### src/rtl/edf_pkg.sv
// ----------------------------------------------------------------------------
// edf_pkg
// Shared types and constants of the exponential decay evaluator.
// ----------------------------------------------------------------------------
package edf_pkg;

  // configuration register indexes
  localparam int unsigned CFG_ADDR_W = 2;
  localparam logic [CFG_ADDR_W-1:0] REG_START_POSITION = 2'd0;
  localparam logic [CFG_ADDR_W-1:0] REG_PEAK_AMPLITUDE = 2'd1;
  localparam logic [CFG_ADDR_W-1:0] REG_DECAY_CONSTANT = 2'd2;

  // reset values of the registers
  localparam logic [31:0] RST_START_POSITION = 32'd0;
  localparam logic [31:0] RST_PEAK_AMPLITUDE = 32'd65536;
  localparam logic [31:0] RST_DECAY_CONSTANT = 32'd65536;

  // fixed point constants, Q30
  localparam logic [30:0] LOG2E_Q30 = 31'd1549082005;
  localparam logic [29:0] LN2_Q30   = 30'd744261118;
  localparam logic [30:0] Q30_ONE   = 31'h4000_0000;

  // saturation limits as magnitudes
  localparam logic [63:0] POS_LIMIT = 64'h0000_0000_7FFF_FFFF;
  localparam logic [63:0] NEG_LIMIT = 64'h0000_0000_8000_0000;

  // quotient width of the exponent argument: Q30 below 64
  localparam int unsigned QUO_W = 36;

  // series terms 2..13, divided through floor(2^32 / n)
  localparam int unsigned N_TERMS = 12;
  localparam logic [31:0] DIV_RECIP [0:N_TERMS-1] = '{
    32'd2147483648, 32'd1431655765, 32'd1073741824, 32'd858993459,
    32'd715827882,  32'd613566756,  32'd536870912,  32'd477218588,
    32'd429496729,  32'd390451572,  32'd357913941,  32'd330382099
  };

  typedef struct packed {
    logic signed [31:0] sample_x;
    logic               last_point;
  } edf_in_t;

  typedef struct packed {
    logic signed [31:0] model_value;
    logic               overflow_flag;
    logic               bad_tau_flag;
    logic               last_out;
  } edf_out_t;

  // decoded configuration
  typedef struct packed {
    logic [31:0] pos;
    logic [31:0] amag;
    logic [31:0] tmag;
    logic        amp_neg;
    logic        tau_neg;
    logic        tau_zero;
    logic        amp_zero;
  } edf_cfg_t;

  // per item control that rides along the pipeline
  typedef struct packed {
    logic last;
    logic done;
    logic ovf;
    logic bad;
    logic tneg;
  } edf_side_t;

endpackage

### src/rtl/edf_front.sv
// ----------------------------------------------------------------------------
// edf_front
// Forms |start_position - x|, the sign of the argument and the early cases.
// ----------------------------------------------------------------------------
module edf_front (
  input  logic              clk,
  input  logic              rst_n,
  input  logic              adv,
  input  logic              in_vld,
  input  edf_pkg::edf_in_t  in_data,
  input  edf_pkg::edf_cfg_t cfg,
  output logic              vld_o,
  output edf_pkg::edf_side_t side_o,
  output logic [31:0]       nmag_o
);
  import edf_pkg::*;

  logic [32:0] num;
  logic [32:0] num_abs;
  logic [37:0] lim;
  logic        big;
  edf_side_t   side_nxt;
  logic        vld_r;
  edf_side_t   side_r;
  logic [31:0] nmag_r;

  // difference and range check against 64 * |tau|
  always_comb begin
    num      = {cfg.pos[31], cfg.pos} - {in_data.sample_x[31], in_data.sample_x};
    num_abs  = num[32] ? (33'd0 - num) : num;
    lim      = {cfg.tmag, 6'd0};
    big      = {6'd0, num_abs[31:0]} >= lim;
    side_nxt.last = in_data.last_point;
    side_nxt.tneg = num[32] ^ cfg.tau_neg;
    side_nxt.bad  = cfg.tau_zero;
    side_nxt.done = cfg.tau_zero | cfg.amp_zero | big;
    side_nxt.ovf  = !cfg.tau_zero && !cfg.amp_zero && big && !side_nxt.tneg &&
                    (num_abs[31:0] != 32'd0);
  end

  always_ff @(posedge clk) begin
    if (!rst_n) begin
      vld_r <= 1'b0;
    end else if (adv) begin
      vld_r <= in_vld;
    end
  end

  always_ff @(posedge clk) begin
    if (adv) begin
      side_r <= side_nxt;
      nmag_r <= num_abs[31:0];
    end
  end

  assign vld_o  = vld_r;
  assign side_o = side_r;
  assign nmag_o = nmag_r;

endmodule

### config.mk
export PLATFORM = sky130hd
export DESIGN_NAME = edf_front
export DESIGN_NICKNAME = d
export VERILOG_FILES = /design/src/rtl/edf_pkg.sv /design/src/rtl/edf_front.sv
export SDC_FILE = /design/constraint.sdc
export NUM_CORES = 1
export LEC_CHECK = 0
export BUFFER_PORTS_ARGS = -buffer_cell sky130_fd_sc_hd__buf_2
export CELL_PAD_IN_SITES_DETAIL_PLACEMENT = 2
export CELL_PAD_IN_SITES_GLOBAL_PLACEMENT = 2
export CORE_ASPECT_RATIO = 0.5
export CORE_UTILIZATION = 30
export CTS_CLUSTER_DIAMETER = 120
export DETAILED_ROUTE_END_ITERATION = 10
export PLACE_DENSITY = 0.86
export SETUP_SLACK_MARGIN = 0.2
export SYNTH_ARGS = -nofsm -noshare
export SYNTH_HDL_FRONTEND = slang
export SYNTH_SLANG_ARGS = --single-unit
### constraint.sdc
create_clock -name clk -period 7.2 [get_ports clk]
set_input_delay 1.08 -clock clk [delete_from_list [all_inputs] [get_ports clk]]
set_output_delay 1.08 -clock clk [all_outputs]
set_load 0.1 [all_outputs]
# --- Word level (Yosys, flattened, before mapping) ---
# Index checks and enable logic that the tools add are counted.
classes:
  add_sub_neg: 2
  n_mul: 0
  div: 0
  order_cmp: 1
  n_eq_ne: 0
  shifts: 0
  muxes: 1
  n_bitwise: 3
  n_reduce_logical: 8
ops:
  columns: ["cell", "count"]
  rows:
  - ["$ge A32 B38 Y1", 1]
  - ["$sub A32 B32 Y33", 1]
  - ["$mux W32", 1]
  - ["$reduce_bool A32 Y1", 1]
  - ["$sub A1 B32 Y32 const A", 1]
  - ["$logic_and A1 B1 Y1", 4]
  - ["$logic_not A1 Y1", 3]
  - ["$or A1 B1 Y1", 2]
  - ["$xor A1 B1 Y1", 1]
totals:
  reg_bits: 38
  latchBits: 0
  ram_bits: 0
  romBits: 0
  inputBits: 137
  out_inout_bits: 38
  mem_count: 0

# --- Logic depth before layout (Yosys ltp) ---
depth:
  word_depth: 7
  ltp_mapped: 25
  depth_no_buf: 23

# --- Worst setup path after synthesis ---
# OpenSTA, ideal clock, no wires.
synth_timing:
  path_type: "input -> register"
  from: "input port in_data[8] (netlist bit)"
  to: "register side_r, in the netlist side_o[2], data pin"
  arrival_time_ns: 5.446
  required_time_ns: 6.931
  slack_ns: 1.485
  stages: 22
  n_path_buf: 1
  path_cell_list: "inv_1 > ha_1 > buf_6 > a21o_4 > a21bo_1 > a21o_1 > or4_4 > a22oi_4 > o2111ai_4 > nor4_1 > nand2b_1 > o21ai_0 > xnor2_1 > ha_1 > a21o_1 > a21o_1 > a21oi_1 > nor2_1 > a2111oi_0 > a21oi_1 > o21ai_0 > a31oi_1"
synth_rtl:
  columns: ["item", "line", "text"]
  rows:
  - ["start, declared", "edf_front.sv:10", "input edf_pkg::edf_in_t in_data,"]
  - ["end signal, assigned", "edf_front.sv:51", "side_r <= side_nxt;"]
  - ["end, declared", "edf_front.sv:24", "edf_side_t side_r;"]

==> results.ini <==
[status]
outcome = complete, no violations

[setup_path]
worstPathCellList = buf_2 > inv_1 > ha_1 > a21o_1 > a211oi_1 > a21oi_1 > or2_2 > a221oi_1 > or2_2 > nor4_2 > nand2b_1 > o21ai_0 > xnor2_1 > ha_1 > a21o_1 > a21o_1 > a21oi_1 > nor2_1 > a2111oi_0 > a21oi_1 > o21ai_0 > a31oi_1
crit_fanout = 8
critPathArrivalTime_ns = 6.66
crit_required_ns = 7.22
path_buf_inv = 2
crit_start = in_data[4]
setup.worst_path.class = in2reg
end_kind = register
timing.rr.start = vld_o$_SDFFE_PN0P_
slowest_delay_ns = 0.87
cp-start-kind = primary input
crit_family = compound AO/OA/AOI/OAI gates
critPathSlowestCell = a221oi_1

[finish]
n_antenna_cell = 0
finish.utilization_pct = 37.7
layout-drive-gt1-share_pct = 21.3
syn_to_final_growth_pct = 19.5
fin_nets = 1035

[sta]
clock-skew-final_ns = 0
slew_headroom_pct = 27.5
finalHoldViolCount = 0
fmax_ghz = 0.151
worst_pin_slew_ns = 1.08
setup_viol = 0
rsz0062_at_grt = no
timing.final.crit_share_pct = 92.1
timing.final.ws_setup_ns = 0.565
fin_crit_ns = 6.63
maxSlewViolCount = 0
setup-tns-final_ns = 0

[power_and_ir_drop]
p_leak_nw = 3.04
max-vdd-ir-drop_mv = 0.0876
total_power_mw = 1.66
p_per_area_nw_per_um2 = 246

[synthesis]
synth_edf_count = 37
ys_warn_count = 0
synth_top_cell_by_area = edfxtp_1
synthMuxAreaShare_pct = 0.911
synth_cell_types = 79
synthAdderAreaFrac_pct = 13.5
ys_seq_elements = 38
ys.flop_type = edfxtp_1
async_flop_share_pct = 0
ys_seq_area_share_pct = 20.1
synth_top_cell_area_share_pct = 19.7
synth_top_family_by_area = compound AO/OA/AOI/OAI gates
synth_fp_nets = 913
synth_simple_gate_area_share_pct = 22.8
syn-cell-area_um2 = 5630
synth_compound_area_share_pct = 28.6
syn_inst = 716
synthXorXnorAreaFrac_pct = 7.16
avgSynthCellArea_um2 = 7.86
synth_area_leaders = edfxtp_1 20%, ha_1 13%, inv_1 4.5%

[route]
finalWirelength_um = 21400
drtPass1Iterations = 4
vias = 5975
drc = 0
vias_per_cell = 5.57
ant_nets = 0
wl_per_cell_um = 20.0
drt-initial-drc-count = 184

[global_routing]
grt_max_degree = 39
overflow = 0
gr-usage-all-layers_pct = 21.8
grt_pass1_wl_um = 33800
grt_pass1_vias = 6302
antenna_found_initial = 0

[clocking]
clk_pin_slew_ns = 0.06
clkSinkCount = 38
cts_made_buffers = 5
postCtsHoldBufs = 0
cts_buffer_depth = 2
cts.htree.levels = 2
clock_latency_ns = 0.28
cts_tree = done
cts-root-buf = clkbuf_16

[hold_path]
worstHoldStart = vld_o$_SDFFE_PN0P_
hold_path.class = reg2reg

[die]
dieArea_um2 = 19400
core-area_um2 = 17900
die_y_um = 98.9
start_util_pct = 31.5
die_x_um = 196
ios = 175
rows = 34

[place]
placement.io_buffers = 141
dpl_worst_slack_ns = 0.281
gp_congestion = 0.865
dp_hpwl_um = 18000

[run]
max-cap-violations = 0

-- where the power goes --
group / leakage [nW] / internal [mW] / total, mW / switching [mW]
sequential: 0.370 / 0.305 / 0.317 / 0.0115
combinational: 2.57 / 0.281 / 1.04 / 0.761
clock: 0.0971 / 0.208 / 0.299 / 0.0906
total: 3.04 / 0.794 / 1.66 / 0.863
-- state kept, by name, summed over array words and instances, names as in the netlist --
name	cells
vld_o	1
nmag_o	32
side_o	5
-- placed cells by master (no fill, tap or decap), types with 14 or more instances in the layout --
master,count
buf_2,141
inv_1,68
nand2_1,59
ha_1,59
nor2_1,52
a21oi_1,45
o21ai_0,40
edfxtp_1,37
xnor2_1,26
a21o_1,24
nand3_1,23
nor3_1,20
xor2_1,19
o21a_1,16
and2_1,14
-- final cells by class --
cell class,count,area [um2]
inverter,68,255
sequential,38,1130
tap,234,293
multi-input combinational,581,4120
timing repair buffer,144,728
fill,2094,11100
clock inverter,2,60.1
clock buffer,6,139
-- metrics by stage --
stage	instances	area, um2	hold WS (ns)
floorplan	716	5630	0.981
global placement	1065	6520	0.500
detailed placement	1065	6520	0.516
CTS	1073	6720	0.530
global route	1073	6730	0.560
finish	1073	6730	0.516
-- worst paths after layout --
kind	end	slack, ns	cells after the start
worst max register to register	vld_o$_SDFFE_PN0P_	6.61	2
worst min register to register	vld_o$_SDFFE_PN0P_	0.52	2
worst max-delay path	side_o[2]$_DFFE_PP_	0.57	22
worst min-delay path	vld_o$_SDFFE_PN0P_	0.52	2
-- logic make-up after synthesis --
kind of cell / Yosys count
AO/OA/AOI/OAI: 222
flip-flops: 38
multiplexers: 5
AND/OR/NAND/NOR: 248
adder cells (fa/ha/maj): 60
buffers and inverters: 97
XOR/XNOR: 46
-- tightest hold or removal path, delay by kind of cell, from the launching register on --
kind / cells / cell delay (ns)
flops: 1 / 0.32
simple gates: 1 / 0.10
mux: 1 / 0.06
-- what timing repair did --
item / 4_1_cts / 5_1_grt
gates resized for setup: 0 / 2
endpoints found under the setup margin: 0 / 2
setup buffers: 0 / 0
-- routing by layer --
layer	track usage (%)	vias to the layer above	wire length, um
met5	0	-	0
met4	3.55	0	174
met3	1.88	14	781
met2	35.1	136	9270
met1	32.0	2929	11200
li1	-	2896	-
-- synthesized netlist by cell type, types with 8 or more instances --
library cell,n
inv_1,68
ha_1,59
nand2_1,59
nor2_1,52
a21oi_1,45
o21ai_0,40
edfxtp_1,37
xnor2_1,27
a21o_1,24
nand3_1,23
nor3_1,20
xor2_1,19
clkbuf_1,18
o21a_1,16
and2_1,14
nor4_1,14
nand4_1,12
a211oi_1,11
a31oi_1,9
or3_1,8
No activity file was read; power rests on OpenSTA's default activity.
