$ cat config.mk
export PLATFORM = sky130hd
export DESIGN_NAME = edf_div
export DESIGN_NICKNAME = d
export VERILOG_FILES = /design/src/rtl/edf_pkg.sv /design/src/rtl/edf_div.sv
export SDC_FILE = /design/constraint.sdc
export NUM_CORES = 2
export LEC_CHECK = 0
export BUFFER_PORTS_ARGS = -buffer_cell sky130_fd_sc_hd__buf_4
export CORE_UTILIZATION = 35
export DETAILED_ROUTE_END_ITERATION = 7
export GPL_TIMING_DRIVEN = 0
export PLACE_DENSITY = 0.58
export SLEW_MARGIN = 10
export SYNTH_ARGS = -nofsm -noshare
export SYNTH_HDL_FRONTEND = slang
export SYNTH_SLANG_ARGS = --single-unit
$ cat constraint.sdc
create_clock -name clk -period 13.38 [get_ports clk]
set_clock_uncertainty 0.15 [all_clocks]
set_input_delay 0.669 -clock clk [delete_from_list [all_inputs] [get_ports clk]]
set_output_delay 0.669 -clock clk [all_outputs]
set_load 0.05 [all_outputs]
$ cat src/rtl/edf_pkg.sv
// ----------------------------------------------------------------------------
// edf_pkg
// Shared types and constants of the exponential decay evaluator.
// ----------------------------------------------------------------------------
package edf_pkg;

  // configuration register indexes
  localparam int unsigned CFG_ADDR_W = 2;
  localparam logic [CFG_ADDR_W-1:0] REG_START_POSITION = 2'd0;
  localparam logic [CFG_ADDR_W-1:0] REG_PEAK_AMPLITUDE = 2'd1;
  localparam logic [CFG_ADDR_W-1:0] REG_DECAY_CONSTANT = 2'd2;

  // reset values of the registers
  localparam logic [31:0] RST_START_POSITION = 32'd0;
  localparam logic [31:0] RST_PEAK_AMPLITUDE = 32'd65536;
  localparam logic [31:0] RST_DECAY_CONSTANT = 32'd65536;

  // fixed point constants, Q30
  localparam logic [30:0] LOG2E_Q30 = 31'd1549082005;
  localparam logic [29:0] LN2_Q30   = 30'd744261118;
  localparam logic [30:0] Q30_ONE   = 31'h4000_0000;

  // saturation limits as magnitudes
  localparam logic [63:0] POS_LIMIT = 64'h0000_0000_7FFF_FFFF;
  localparam logic [63:0] NEG_LIMIT = 64'h0000_0000_8000_0000;

  // quotient width of the exponent argument: Q30 below 64
  localparam int unsigned QUO_W = 36;

  // series terms 2..13, divided through floor(2^32 / n)
  localparam int unsigned N_TERMS = 12;
  localparam logic [31:0] DIV_RECIP [0:N_TERMS-1] = '{
    32'd2147483648, 32'd1431655765, 32'd1073741824, 32'd858993459,
    32'd715827882,  32'd613566756,  32'd536870912,  32'd477218588,
    32'd429496729,  32'd390451572,  32'd357913941,  32'd330382099
  };

  typedef struct packed {
    logic signed [31:0] sample_x;
    logic               last_point;
  } edf_in_t;

  typedef struct packed {
    logic signed [31:0] model_value;
    logic               overflow_flag;
    logic               bad_tau_flag;
    logic               last_out;
  } edf_out_t;

  // decoded configuration
  typedef struct packed {
    logic [31:0] pos;
    logic [31:0] amag;
    logic [31:0] tmag;
    logic        amp_neg;
    logic        tau_neg;
    logic        tau_zero;
    logic        amp_zero;
  } edf_cfg_t;

  // per item control that rides along the pipeline
  typedef struct packed {
    logic last;
    logic done;
    logic ovf;
    logic bad;
    logic tneg;
  } edf_side_t;

endpackage

$ cat src/rtl/edf_div.sv
// ----------------------------------------------------------------------------
// edf_div
// Pipelined restoring divider: (nmag << 30) / tmag, one quotient bit a stage.
// ----------------------------------------------------------------------------
module edf_div (
  input  logic                      clk,
  input  logic                      rst_n,
  input  logic                      adv,
  input  logic [31:0]               tmag,
  input  logic                      vld_i,
  input  edf_pkg::edf_side_t        side_i,
  input  logic [31:0]               nmag_i,
  output logic                      vld_o,
  output edf_pkg::edf_side_t        side_o,
  output logic [edf_pkg::QUO_W-1:0] quo_o
);
  import edf_pkg::*;

  logic [30:0]      rem_r  [0:QUO_W-1];
  logic [QUO_W-1:0] quo_r  [0:QUO_W-1];
  logic [5:0]       nlo_r  [0:QUO_W-1];
  edf_side_t        side_r [0:QUO_W-1];
  logic             vld_r  [0:QUO_W-1];

  for (genvar j = 0; j < QUO_W; j++) begin : g_stage
    logic [30:0]      rem_in;
    logic [QUO_W-1:0] quo_in;
    logic [5:0]       nlo_in;
    edf_side_t        side_in;
    logic             vld_in;
    logic [31:0]      rsh;
    logic             ge;
    logic [31:0]      rem_nxt;

    // stage inputs: first stage takes the dividend top bits
    if (j == 0) begin : g_first
      assign rem_in  = {5'd0, nmag_i[31:6]};
      assign quo_in  = '0;
      assign nlo_in  = nmag_i[5:0];
      assign side_in = side_i;
      assign vld_in  = vld_i;
    end else begin : g_next
      assign rem_in  = rem_r[j-1];
      assign quo_in  = quo_r[j-1];
      assign nlo_in  = nlo_r[j-1];
      assign side_in = side_r[j-1];
      assign vld_in  = vld_r[j-1];
    end

    // shift in the next dividend bit, trial subtract
    always_comb begin
      rsh     = {rem_in, nlo_in[5]};
      ge      = rsh >= tmag;
      rem_nxt = ge ? (rsh - tmag) : rsh;
    end

    always_ff @(posedge clk) begin
      if (!rst_n) begin
        vld_r[j] <= 1'b0;
      end else if (adv) begin
        vld_r[j] <= vld_in;
      end
    end

    always_ff @(posedge clk) begin
      if (adv) begin
        rem_r[j]  <= rem_nxt[30:0];
        quo_r[j]  <= {quo_in[QUO_W-2:0], ge};
        nlo_r[j]  <= {nlo_in[4:0], 1'b0};
        side_r[j] <= side_in;
      end
    end
  end

  assign vld_o  = vld_r[QUO_W-1];
  assign side_o = side_r[QUO_W-1];
  assign quo_o  = quo_r[QUO_W-1];

endmodule

* Word-level counts from Yosys, hierarchy flattened
Memory sizes are Yosys's and may differ from the RTL's. Index checks and enable logic that the tools add are counted.
Word-level totals: word-level logic and storage cells 190, output and inout bits 42, memories 5, bits in registers 0, RAM bits 2808
Memory list:
- quo_r | depth 36, bits a word 36, rd ports 36, clocked after Yosys merged registers in 0, wr ports 36, line edf_div.sv:20 | logic [QUO_W-1:0] quo_r [0:QUO_W-1];
- rem_r | depth 36, bits a word 31, rd ports 35, clocked after Yosys merged registers in 0, wr ports 36, line edf_div.sv:19 | logic [30:0] rem_r [0:QUO_W-1];
- nlo_r | depth 36, bits a word 5, rd ports 35, clocked after Yosys merged registers in 0, wr ports 36, line edf_div.sv:21 | logic [5:0] nlo_r [0:QUO_W-1];
- side_r | depth 36, bits a word 5, rd ports 36, clocked after Yosys merged registers in 0, wr ports 36, line edf_div.sv:22 | edf_side_t side_r [0:QUO_W-1];
- vld_r | depth 36, bits a word 1, rd ports 36, clocked after Yosys merged registers in 0, wr ports 36, line edf_div.sv:23 | logic vld_r [0:QUO_W-1];
Operators by class: add/sub/neg operators 36, muxes and demuxes 77, $lt $le $gt $ge 36, bitwise gates (word level) 36
Operators with widths (number):
- greater-or-equal comparator 32 bit | 35
- two-way mux 31 bit | 36
- subtractor 31 bit | 35
- two-way mux 1 bit | 41
- OR 1 bit | 36
- greater-or-equal comparator 27 x 32 -> 1 bit | 1
- subtractor 27 x 31 -> 31 bit | 1

* Longest topological paths before layout
depth after elaboration 4, gate-level depth with buffers 17, depth with buffers taken out 14

* Worst setup path after synthesis
Ideal clock, no wire load.
path type input -> register, from input tmag[0], to memory rem_r[11][10], data pin, data arrival time 6.572 ns, path buffers 6, required time 12.969 ns, stages on the path 17, path slack 6.397 ns, cells stage by stage buf_2 clkbuf_1 inv_1 clkbuf_1 fa_1 a21o_1 a21oi_1 nor2_1 o31ai_1 a211o_1 o311ai_0 a21o_1 a31o_2 buf_2 clkbuf_1 buf_2 a21oi_1
RTL lines:
- start, declared | line edf_div.sv:9 | input logic [31:0] tmag,
- end, declared | line edf_div.sv:19

==> flow_metrics.py <==
metrics = {
    "run_status": {
        "outcome": "finished with violations",
        "violations": "design-rule violations",
    },
    "pwr": {
        "ir_drop_uv": 133.4,
        "finalPower_w": 0.03541,
        "cellLeakagePower_nw": 55.80,
        "cellPowerDensity_nw_per_um2": 250.0,
    },
    "timing": {
        "setup_viol": 0,
        "worstMarginPinSlew_ns": 1.260,
        "min_period_over_period_pct": 58.35,
        "rsz0062_at_grt": "false",
        "hold_ws_ns": 0.2210,
        "maxSlewViolCount": 0,
        "fin_crit_ns": 7.807,
        "hold_viol": 0,
        "fmax_mhz": 128.1,
        "tns_ns": 0,
        "maxSlewHeadroom_pct": 15.97,
    },
    "final_layout": {
        "area_growth_pct": 13.02,
        "num-fill-cells": 34400,
        "regArea_sq_um": 59510,
        "multiInputGateArea_sq_um": 63540,
        "fin_area_sq_um": 141600,
        "final_nets": 13130,
        "final_util_pct": 39.79,
        "drive_above_1_share_pct": 9.345,
    },
    "synthesis": {
        "synth-compound-area-share_pct": 17.83,
        "synth_seq_cells": 1982,
        "ys_types": 92,
        "synth_xor_xnor_area_share_pct": 6.381,
        "synthAdderAreaFrac_pct": 12.00,
        "synth_fp_nets": 12690,
        "synth-edff-count": 1981,
        "ys_async_sr_fraction_pct": 0,
        "avgSynthCellArea_sq_um": 10.96,
        "synth_ff_type": "edfxtp_1",
        "synthesis.area_sq_um": 125300,
        "yosysTopAreaCell": "edfxtp_1",
        "synth-simple-area-share_pct": 10.26,
        "yosysWarnings": 0,
        "synth_cells": 11430,
        "synth_area_leaders": "edfxtp_1 47%, ha_1 11%, a21oi_1 4.7%",
        "synth_top_area_share_pct": 47.47,
        "synthTopCellsByCount": "1981 x edfxtp_1, 1166 x a21oi_1, 1146 x ha_1, 798 x nand2_1, 780 x o21ai_0",
        "synth_top_family_by_area": "compound AO/OA/AOI/OAI gates",
        "muxShareOfSynthArea_pct": 4.233,
        "ys_seq_area_share_pct": 47.49,
        "post-synth-top-count-cell": "edfxtp_1",
    },
    "global_route": {
        "grtUsageTotal_pct": 17.95,
        "grt_antenna_before_repair": 9,
        "first_global_vias": 87310,
        "grt_overflow_total": 0,
        "grt_max_degree": 166,
        "grt_pass1_wl_um": 510300,
    },
    "floorplanning": {
        "ioPinCount": 115,
        "rows": 219,
        "die-height_um": 600.4,
        "die-area_sq_um": 360400,
        "core_region_area_sq_um": 355900,
        "die_w_um": 600.4,
        "initial_utilization_pct": 35.21,
    },
    "clocking": {
        "numCtsBuffers": 237,
        "clk_latency_ns": 0.98,
        "cts_tree": "yes",
        "htree_levels": 4,
        "cts_max_path_buffers": 4,
        "cts_sinks": 1982,
        "path_clk_slew_ns": 0.06,
        "root_buffer": "clkbuf_16",
        "cts_setup_buffers": 0,
    },
    "critical_path": {
        "crit_path_top_delay_cell": "a2111oi_0",
        "slowest_delay_ns": 0.77,
        "path_buf_inv": 8,
        "critPathMaxFanout": 31,
        "arrival_ns": 8.30,
        "cp-start-kind": "input pin",
        "r2r-start": "rem_r[27][0]",
        "critPathLaunch": "tmag[0]",
        "crit_path_end_kind": "flip-flop",
        "crit_chain": "buf_4 > buf_2 > clkbuf_2 > inv_2 > clkbuf_4 > buf_16 > fa_1 > a211oi_1 > o21ai_0 > and4_1 > o211ai_1 > nand2_1 > a2111oi_0 > o31ai_1 > a31oi_1 > clkbuf_1 > clkbuf_1 > o21ai_0",
        "crit_type": "input pin to flip-flop",
        "crit_family": "buffers and inverters",
        "worstPathRequired_ns": 13.87,
    },
    "route": {
        "drc": 10,
        "postRouteAntennaNets": 0,
        "vias_per_cell": 5.404,
        "drt-wirelength-per-cell_um": 19.96,
        "top_layer_used": "met5",
        "wl_met2_um": 159400,
        "route.met3.wl_um": 16340,
        "firstDrtPassIters": 8,
        "wl_um": 335900,
        "via_count": 90930,
        "drt_iter0_markers": 6650,
        "drt-met1-wl_um": 146700,
    },
    "placed_design": {
        "dpl_cell_area_sq_um": 133500,
        "place_congestion": 0.8875,
        "hpwl_um": 236300,
        "io_buffers": 114,
    },
    "hold_path": {
        "worstHoldPathType": "flip-flop to flip-flop",
        "holdCritStartpoint": "quo_r[2][41]",
    },
    "flow_run": {
        "maxCapViolations": 0,
    },
}
path summary, 6_finish.rpt:
path,to,slack (ns),cells past startpoint
setup / recovery,rem_r[28][29],5.57,18
hold / removal,quo_r[2][78],0.22,0
setup reg to reg,rem_r[28][29],8.18,12
hold reg to reg,quo_r[2][78],0.22,0
stage by stage:
step           cells  setup WS, ns
4_1_cts        16820         5.633
3_3_place_gp   16300        -8.414
2_1_floorplan  11430         6.397
3_5_place_dp   16350         4.652
5_1_grt        16820         5.149
6_report       16830         5.573
report_power, final:
| group | internal [W] | switching, W | total [W] |
|---|---|---|---|
| logic | 0.00769 | 0.0103 | 0.0180 |
| clock network | 0.00372 | 0.00272 | 0.00644 |
| registers | 0.00970 | 0.00125 | 0.0110 |
| total | 0.0211 | 0.0143 | 0.0354 |
layout make-up:
cell class | instances | area share, %
repair buffers | 201 | 1.809
multi-input cells | 8857 | 44.86
diodes | 5 | 0.008835
well taps | 4751 | 4.197
flip-flops and latches | 1982 | 42.02
clock inverters | 151 | 1.086
inverters | 304 | 0.8623
plain buffers | 291 | 0.7995
clock buffers | 284 | 4.355
logic make-up after synthesis:
kind of cell    after synthesis
compound gates             3570
xor+xnor                    913
fa+ha+maj                  1181
buf+inv                     595
flops                      1982
mux                         472
simple gates               2721
routing by layer:
layer,track usage [%],vias to the layer above
li1,-,44590
met1,23.23,43620
met2,30.63,2131
met3,2.280,589
met4,6.662,2
met5,0,-
sequential cells by signal, summed over array words and instances (netlist names):
| name | cells |
|---|---|
| side_r | 180 |
| quo_r | 666 |
| vld_r | 36 |
| nlo_r | 15 |
| rem_r | 1085 |
cells in the final DEF, fill, tap and decap left out, types with 121 or more instances in the layout:
| master | count |
|---|---|
| o21bai_1 | 141 |
| xor2_1 | 350 |
| nand2_1 | 798 |
| o21ai_0 | 780 |
| nand2b_1 | 121 |
| and3_1 | 138 |
| nand3_1 | 198 |
| inv_1 | 270 |
| nor2_1 | 776 |
| ha_1 | 1146 |
| mux2_2 | 459 |
| a21oi_1 | 1166 |
| clkbuf_1 | 282 |
| o21a_1 | 138 |
| xnor2_1 | 563 |
| nand4_1 | 157 |
| clkbuf_16 | 237 |
| edfxtp_1 | 1981 |
| nor3_1 | 149 |
| a21o_1 | 613 |
what timing repair did:
item	in CTS	in global routing
hold buffers	40	0
setup endpoints to repair	0	0
hold endpoints to repair	106	0
resized for setup	0	0
Power figures use the tool's default switching activity.
