**config.mk**
```make
export PLATFORM = sky130hd
export DESIGN_NAME = edf_scale
export DESIGN_NICKNAME = d
export VERILOG_FILES = /design/src/rtl/edf_pkg.sv /design/src/rtl/edf_scale.sv
export SDC_FILE = /design/constraint.sdc
export NUM_CORES = 2
export LEC_CHECK = 0
export BUFFER_PORTS_ARGS = -buffer_cell sky130_fd_sc_hd__buf_2
export CAP_MARGIN = 10
export CORE_UTILIZATION = 65
export CTS_BUF_LIST = sky130_fd_sc_hd__clkbuf_4 sky130_fd_sc_hd__clkbuf_8
export DETAILED_ROUTE_END_ITERATION = 6
export GPL_TIMING_DRIVEN = 0
export PLACE_DENSITY = 0.91
export SYNTH_ARGS = -nofsm -noshare
export SYNTH_HDL_FRONTEND = slang
export SYNTH_SLANG_ARGS = --single-unit
```
**constraint.sdc**
```tcl
create_clock -name clk -period 12.3 [get_ports clk]
set_input_delay 3.075 -clock clk [delete_from_list [all_inputs] [get_ports clk]]
set_output_delay 3.075 -clock clk [all_outputs]
set_load 0.01 [all_outputs]
```
**src/rtl/edf_pkg.sv**
```systemverilog
// ----------------------------------------------------------------------------
// edf_pkg
// Shared types and constants of the exponential decay evaluator.
// ----------------------------------------------------------------------------
package edf_pkg;

  // configuration register indexes
  localparam int unsigned CFG_ADDR_W = 2;
  localparam logic [CFG_ADDR_W-1:0] REG_START_POSITION = 2'd0;
  localparam logic [CFG_ADDR_W-1:0] REG_PEAK_AMPLITUDE = 2'd1;
  localparam logic [CFG_ADDR_W-1:0] REG_DECAY_CONSTANT = 2'd2;

  // reset values of the registers
  localparam logic [31:0] RST_START_POSITION = 32'd0;
  localparam logic [31:0] RST_PEAK_AMPLITUDE = 32'd65536;
  localparam logic [31:0] RST_DECAY_CONSTANT = 32'd65536;

  // fixed point constants, Q30
  localparam logic [30:0] LOG2E_Q30 = 31'd1549082005;
  localparam logic [29:0] LN2_Q30   = 30'd744261118;
  localparam logic [30:0] Q30_ONE   = 31'h4000_0000;

  // saturation limits as magnitudes
  localparam logic [63:0] POS_LIMIT = 64'h0000_0000_7FFF_FFFF;
  localparam logic [63:0] NEG_LIMIT = 64'h0000_0000_8000_0000;

  // quotient width of the exponent argument: Q30 below 64
  localparam int unsigned QUO_W = 36;

  // series terms 2..13, divided through floor(2^32 / n)
  localparam int unsigned N_TERMS = 12;
  localparam logic [31:0] DIV_RECIP [0:N_TERMS-1] = '{
    32'd2147483648, 32'd1431655765, 32'd1073741824, 32'd858993459,
    32'd715827882,  32'd613566756,  32'd536870912,  32'd477218588,
    32'd429496729,  32'd390451572,  32'd357913941,  32'd330382099
  };

  typedef struct packed {
    logic signed [31:0] sample_x;
    logic               last_point;
  } edf_in_t;

  typedef struct packed {
    logic signed [31:0] model_value;
    logic               overflow_flag;
    logic               bad_tau_flag;
    logic               last_out;
  } edf_out_t;

  // decoded configuration
  typedef struct packed {
    logic [31:0] pos;
    logic [31:0] amag;
    logic [31:0] tmag;
    logic        amp_neg;
    logic        tau_neg;
    logic        tau_zero;
    logic        amp_zero;
  } edf_cfg_t;

  // per item control that rides along the pipeline
  typedef struct packed {
    logic last;
    logic done;
    logic ovf;
    logic bad;
    logic tneg;
  } edf_side_t;

endpackage

```
**src/rtl/edf_scale.sv**
```systemverilog
// ----------------------------------------------------------------------------
// edf_scale
// Multiplies by |amplitude|, applies 2^(k-30) with rounding, saturates and
// restores the sign of the amplitude.
// ----------------------------------------------------------------------------
module edf_scale (
  input  logic               clk,
  input  logic               rst_n,
  input  logic               adv,
  input  edf_pkg::edf_cfg_t  cfg,
  input  logic               vld_i,
  input  edf_pkg::edf_side_t side_i,
  input  logic signed [8:0]  shift_i,
  input  logic [30:0]        sum_i,
  output logic               vld_o,
  output edf_pkg::edf_out_t  data_o
);
  import edf_pkg::*;

  logic [62:0]       p_r;
  logic signed [8:0] s_r;
  edf_side_t         side1_r;
  logic              vld1_r;
  logic [8:0]        nsh;
  logic [63:0]       val_nxt;
  logic              sat_nxt;
  logic              zero_nxt;
  logic [63:0]       val_r;
  logic              sat_r;
  logic              zero_r;
  logic              rnd_r;
  edf_side_t         side2_r;
  logic              vld2_r;
  logic [63:0]       limit;
  logic [63:0]       mv;
  logic [63:0]       mag;
  logic              ovf;
  edf_out_t          out_nxt;
  edf_out_t          out_r;
  logic              vld3_r;

  // left shift by 0 or 1, or right shift by n-1 ahead of the rounding step
  always_comb begin
    nsh      = 9'd0 - s_r;
    sat_nxt  = 1'b0;
    zero_nxt = 1'b0;
    val_nxt  = {1'b0, p_r};
    if (s_r >= 9'sd0) begin
      sat_nxt = s_r > 9'sd1;
      if (s_r == 9'sd1) begin
        val_nxt = {p_r, 1'b0};
      end
    end else begin
      zero_nxt = nsh >= 9'd63;
      val_nxt  = {1'b0, p_r} >> 6'(nsh - 9'd1);
    end
  end

  // round half away, saturate and sign
  always_comb begin
    limit = cfg.amp_neg ? NEG_LIMIT : POS_LIMIT;
    mv    = rnd_r ? ((val_r + 64'd1) >> 1) : val_r;
    ovf   = 1'b0;
    if (side2_r.done) begin
      ovf = side2_r.ovf;
      mag = side2_r.ovf ? limit : 64'd0;
    end else if (sat_r) begin
      ovf = 1'b1;
      mag = limit;
    end else if (zero_r) begin
      mag = 64'd0;
    end else if (mv > limit) begin
      ovf = 1'b1;
      mag = limit;
    end else begin
      mag = mv;
    end
    out_nxt.model_value   = cfg.amp_neg ? (32'd0 - mag[31:0]) : mag[31:0];
    out_nxt.overflow_flag = ovf;
    out_nxt.bad_tau_flag  = side2_r.bad;
    out_nxt.last_out      = side2_r.last;
  end

  always_ff @(posedge clk) begin
    if (!rst_n) begin
      vld1_r <= 1'b0;
      vld2_r <= 1'b0;
      vld3_r <= 1'b0;
    end else if (adv) begin
      vld1_r <= vld_i;
      vld2_r <= vld1_r;
      vld3_r <= vld2_r;
    end
  end

  always_ff @(posedge clk) begin
    if (adv) begin
      p_r     <= 63'(cfg.amag) * 63'(sum_i);
      s_r     <= shift_i;
      side1_r <= side_i;
      val_r   <= val_nxt;
      sat_r   <= sat_nxt;
      zero_r  <= zero_nxt;
      rnd_r   <= s_r < 9'sd0;
      side2_r <= side1_r;
      out_r   <= out_nxt;
    end
  end

  assign vld_o  = vld3_r;
  assign data_o = out_r;

endmodule

```
* Word-level counts from Yosys, hierarchy flattened *
Index checks and enable logic that the tools add are counted.

cells by class
  add/subtract/negate cells = 4
  multiply operators = 1
  divide/modulo/power cells = 0
  $lt $le $gt $ge = 5
  eq/ne operators = 1
  shifts and indexed selects = 1
  mux-type cells = 14
  bitwise gates (word level) = 0
  reductions and logical operators = 0

operators by type and width
  cell                   number
  $mux 32                7
  $mux 64                3
  $add 64x1->64 const B  1
  $gt 64x32->1           1
  $shr 63x6->64          1
  $mul 32x31->63         1
  $sub 1x32->32 const A  1
  $eq 9x2->1 const B     1
  $ge 9x1->1 const B     1
  $ge 9x6->1 const B     1
  $gt 9x2->1 const B     1
  $lt 9x1->1 const B     1
  $sub 1x9->9 const A    1
  $sub 6x1->6 const B    1
  $mux 1                 4

storage, ports and cells
  flip-flop bits (word level) = 185
  bits in latches = 0
  bits in writable memories = 0
  bits in read-only memories = 0
  input port bits = 149
  output and inout bits = 36
  memories = 0

* Depth between registers and ports, before layout *
  depth after elaboration = 9
  depth in mapped cells = 33
  gate-level depth less buffers = 32

* Worst setup path after synthesis *
OpenSTA, ideal clock, no wires.

  path type = input port to flip-flop
  from = input port sum_i[4]
  to = register p_r[59] (data pin)
  library setup time = 0.269 ns
  data arrival time = 10.347 ns
  data required time = 12.031 ns
  setup slack = 1.684 ns
  cell stages on the path = 29
  cells stage by stage = clkbuf_1 and2_1 fa_1 fa_1 fa_1 inv_1 fa_1 inv_1 fa_1 inv_1 fa_1 inv_1 fa_1 fa_1 ha_1 a21o_1 a21o_1 a21oi_1 a211oi_1 a22o_1 o21ai_0 o21ai_0 o31ai_1 o211ai_1 a21oi_1 o221ai_1 a21oi_1 o31ai_1 xor2_1

on the way
  cells in the longest elaborated chain, start to end = 1

RTL lines
  element               RTL line         text
  from (decl)           edf_scale.sv:14  input logic [30:0] sum_i,
  $mul 32x31->63        edf_scale.sv:98  p_r <= 63'(cfg.amag) * 63'(sum_i);
  to (signal assigned)  edf_scale.sv:98
  to (decl)             edf_scale.sv:20  logic [62:0] p_r;

No other way between the ends.
A chain may end at the register's enable or synchronous reset.

* Final worst setup path *
  from = input port cfg[42] in the netlist's numbering
  to = register p_r[59] (data pin)

on the way
  cells in the longest elaborated chain, start to end = 1

RTL lines
  element         RTL line         text
  from (decl)     edf_scale.sv:10  input edf_pkg::edf_cfg_t cfg,
  $mul 32x31->63  edf_scale.sv:98

No other way between the ends.

==> summary.txt <==
Timing
  – Worst-Margin Slew: 1.40 ns
  – Final hold violations: 0
  – FMAX: 0.0819 GHz
  – Final max-slew violation count: 0
  – Final period utilization: 0.992
  – Final setup viols: 0
  – Setup TNS: 0 ns
  – Tmin final: 12.20 ns
  – Setup Skew: 0.0409 ns
  – Slew headroom: 0.0634

Flow run
  – Max-cap viol count: 0

Drt
  – Routed length per instance: 27.9 µm
  – Post-DRT Antenna Nets: 0
  – DR iter-0 viols: 4,670
  – Via count: 39.3k
  – Total iterations of the first detailed-routing run: 7
  – Vias per cell: 6.52
  – Post-route DRC: 15
  – Detailed Route WL: 168,000 µm

Global route
  – First-pass GRT wire length: 248,000 µm
  – GR Layer Usage met2: 0.712
  – Largest net degree at the start of global routing: 129
  – Busiest layer in global routing: met2
  – Final global-route overflow total: 0
  – Met3 usage: 0.141
  – Antenna violations before repair: 16
  – GRT Util Overall: 0.466
  – Vias in the first global route: 40.3k
  – M1 GR Usage: 0.556

Final layout
  – Final-layout fill cell count: 5,318
  – Fraction of layout cells with a size suffix above 1: 0.0566
  – Area Overhead vs Synth: 4.97%
  – Layout net count: 6,371

Setup path
  – CP max stage delay: 0.87 ns
  – Type of origin of the critical path: primary input
  – R2R depth: 29
  – Reg2Reg Launch Point: rnd_r
  – Critical Path Slowest Stage Cell: clkbuf_1
  – End of the worst register-to-register path: data_o[15]
  – Setup crit start: cfg[42]
  – Critical Path Sink Type: flip-flop
  – WP data required: 12.60 ns
  – CP arrival: 12.51 ns
  – Worst setup path endpoint: p_r[59]
  – Crit path top cell by count: fa_1
  – CP bufs+invs: 8
  – Reg-to-reg slack, setup: 3.00 ns
  – Setup Crit Path Kind: in2reg
  – Critical Path Stages: 32
  – Worst-path fanout max: 13
  – Crit-path leading delay family: adder cells

Clock network
  – Max Root-Sink Buffers: 2
  – Clk_lat worst skew: 0.54 ns
  – Htree depth: 4
  – Number of gates resized after CTS: 0
  – CTS clock-pin slew for the worst setup and hold paths: 0.14 ns
  – CTS tree: done
  – Clock sinks: 185
  – Root Buffer: clkbuf_8
  – Post-CTS Hold Buffers: 0
  – Number of buffers created by CTS: 17
  – Postcts setup bufs: 0

Floorplanning
  – Num rows: 97
  – Starting Density: 0.660
  – Die height: 269 µm
  – Area of the die: 0.0724 mm²
  – Core ar.: 0.0703 mm²
  – Chip width: 269 µm
  – Ports: 185

Logic synthesis
  – Asr flop ratio synth: 0
  – Cell Area, Synth: 0.0464 mm²
  – Top cells by area, synth: fa_1, edfxtp_1, ha_1
  – Sequential share of the synthesized area: 0.119
  – EDFF count, synth: 182
  – Yosys warnings: 0
  – Synth Register Bits: 185
  – Distinct cells, synth: 90
  – Net Count, Synth: 6,235
  – Mapped Cells: 4,926
  – Cell taking the most area after synthesis: fa_1
  – Area share of the largest cell type after synthesis: 0.374
  – Main synth FF type: edfxtp_1
  – Synth Area per Inst: 9.42 µm²

Status
  – Failing checks: DRC
  – Status: finished, violations left

Placed design
  – Buffers on Ports: 116
  – Final Wtd Congestion: 1.09
  – DP HPWL: 137,000 µm

Worst hold path
  – Hold WC Path Type: reg2reg
==> layout make-up <==
type	count	area, µm²	share of cell area
timing repair buffer	117	618	0.0127
clock buffer	17	234	0.00481
tap	940	1180	0.0242
antenna	16	40.0	0.000822
buffer	286	1120	0.0230
sequential	185	5530	0.113
multi-input combinational	3613	36600	0.752
clock inverter	15	221	0.00455
inverter	842	3160	0.0649
==> metal layers <==
layer  wire length [µm]  up-vias
li1                   -    16000
met1              56000    19200
met2              73400     3169
met3              22700      888
met4              15900        8
met5                 85        -
==> Yosys cell counts (6+ instances only) <==
master	n
nor3_1	47
a211oi_1	17
a31oi_1	24
nand2b_1	17
and3_1	27
or3_1	10
a21o_1	44
o221ai_1	18
nor4_1	19
o21a_1	10
buf_2	7
o22ai_1	28
or2_2	9
mux2_2	18
a21oi_1	120
buf_1	21
fa_1	866
xnor2_1	62
edfxtp_1	182
nor2b_1	11
o211ai_1	39
mux4_2	60
a32oi_1	6
ha_1	294
mux2i_1	163
o21bai_1	8
o31ai_1	18
nand3_1	67
nand2_1	622
nand4_1	41
and2_1	538
a211o_1	7
clkbuf_1	253
nor2_1	159
o21ai_0	104
and4_1	13
inv_1	842
xor2_1	30
==> worst min path at each step <==
stage | slack, ns | endpoint | cells after the start | startpoint
after floorplan | 0.40 | data_o[0] | 0 | out_nxt[0]
after global placement | 0.40 | out_nxt[0] | 0 | side1_r[4]
after detailed placement | 0.41 | out_nxt[0] | 0 | side1_r[4]
after CTS | 0.44 | out_nxt[0] | 0 | side1_r[4]
after global routing | 0.44 | out_nxt[0] | 0 | side1_r[4]
final | 0.43 | data_o[0] | 0 | out_nxt[0]
==> cell usage in the layout (no fill, tap or decap), types with 8 or more instances in the layout <==
cell type,instances
a211oi_1,17
a21o_1,44
a21oi_1,120
a31oi_1,24
and2_1,538
and3_1,27
and4_1,13
buf_1,21
buf_2,122
clkbuf_1,245
clkbuf_2,8
clkbuf_8,17
diode_2,16
edfxtp_1,182
fa_1,866
ha_1,294
inv_1,842
mux2_2,18
mux2i_1,163
mux4_2,60
nand2_1,622
nand2b_1,17
nand3_1,67
nand4_1,41
nor2_1,159
nor2b_1,11
nor3_1,47
nor4_1,19
o211ai_1,39
o21a_1,10
o21ai_0,104
o21bai_1,8
o221ai_1,18
o22ai_1,28
o31ai_1,18
or2_2,9
or3_1,10
xnor2_1,62
xor2_1,30
==> cells by family (layout without fill, tap and decap cells) <==
family                   after synthesis  in the layout  synth area share
AO/OA/AOI/OAI                        497            497            0.0710
AND/OR/NAND/NOR                     1622           1622             0.178
buffers and inverters               1128           1277            0.0920
adder cells (fa/ha/maj)             1160           1160             0.453
flip-flops                           185            185             0.119
other                                  0             16                 0
multiplexers                         242            242            0.0689
XOR/XNOR                              92             92            0.0174
==> flip-flops by register name (all words and copies together) (netlist names) <==
| register | flops |
|---|---|
| sat_r | 1 |
| val_r | 64 |
| p_r | 63 |
| vld1_r | 1 |
| data_o | 35 |
| s_r | 9 |
| zero_r | 1 |
| side2_r | 2 |
| rnd_r | 1 |
| vld2_r | 1 |
| side1_r | 4 |
| vld_o | 1 |
| out_nxt | 2 |
==> metrics by stage <==
step                cell area (µm²)  worst slack, ns  hold slack (ns)  instances   util
floorplan                     46400             1.68            0.400       4926      -
global placement              48100           -0.332            0.401       5982  0.685
detailed placement            48200           -0.425            0.406       5983  0.686
CTS                           48600            0.127            0.435       6015  0.692
global route                  48700          -0.0568            0.442       6022  0.693
finish                        48700           0.0962            0.431       6031  0.693
Power is not shown: default switching activity piles up to over one toggle a cycle in this logic, so the estimate is an artifact.
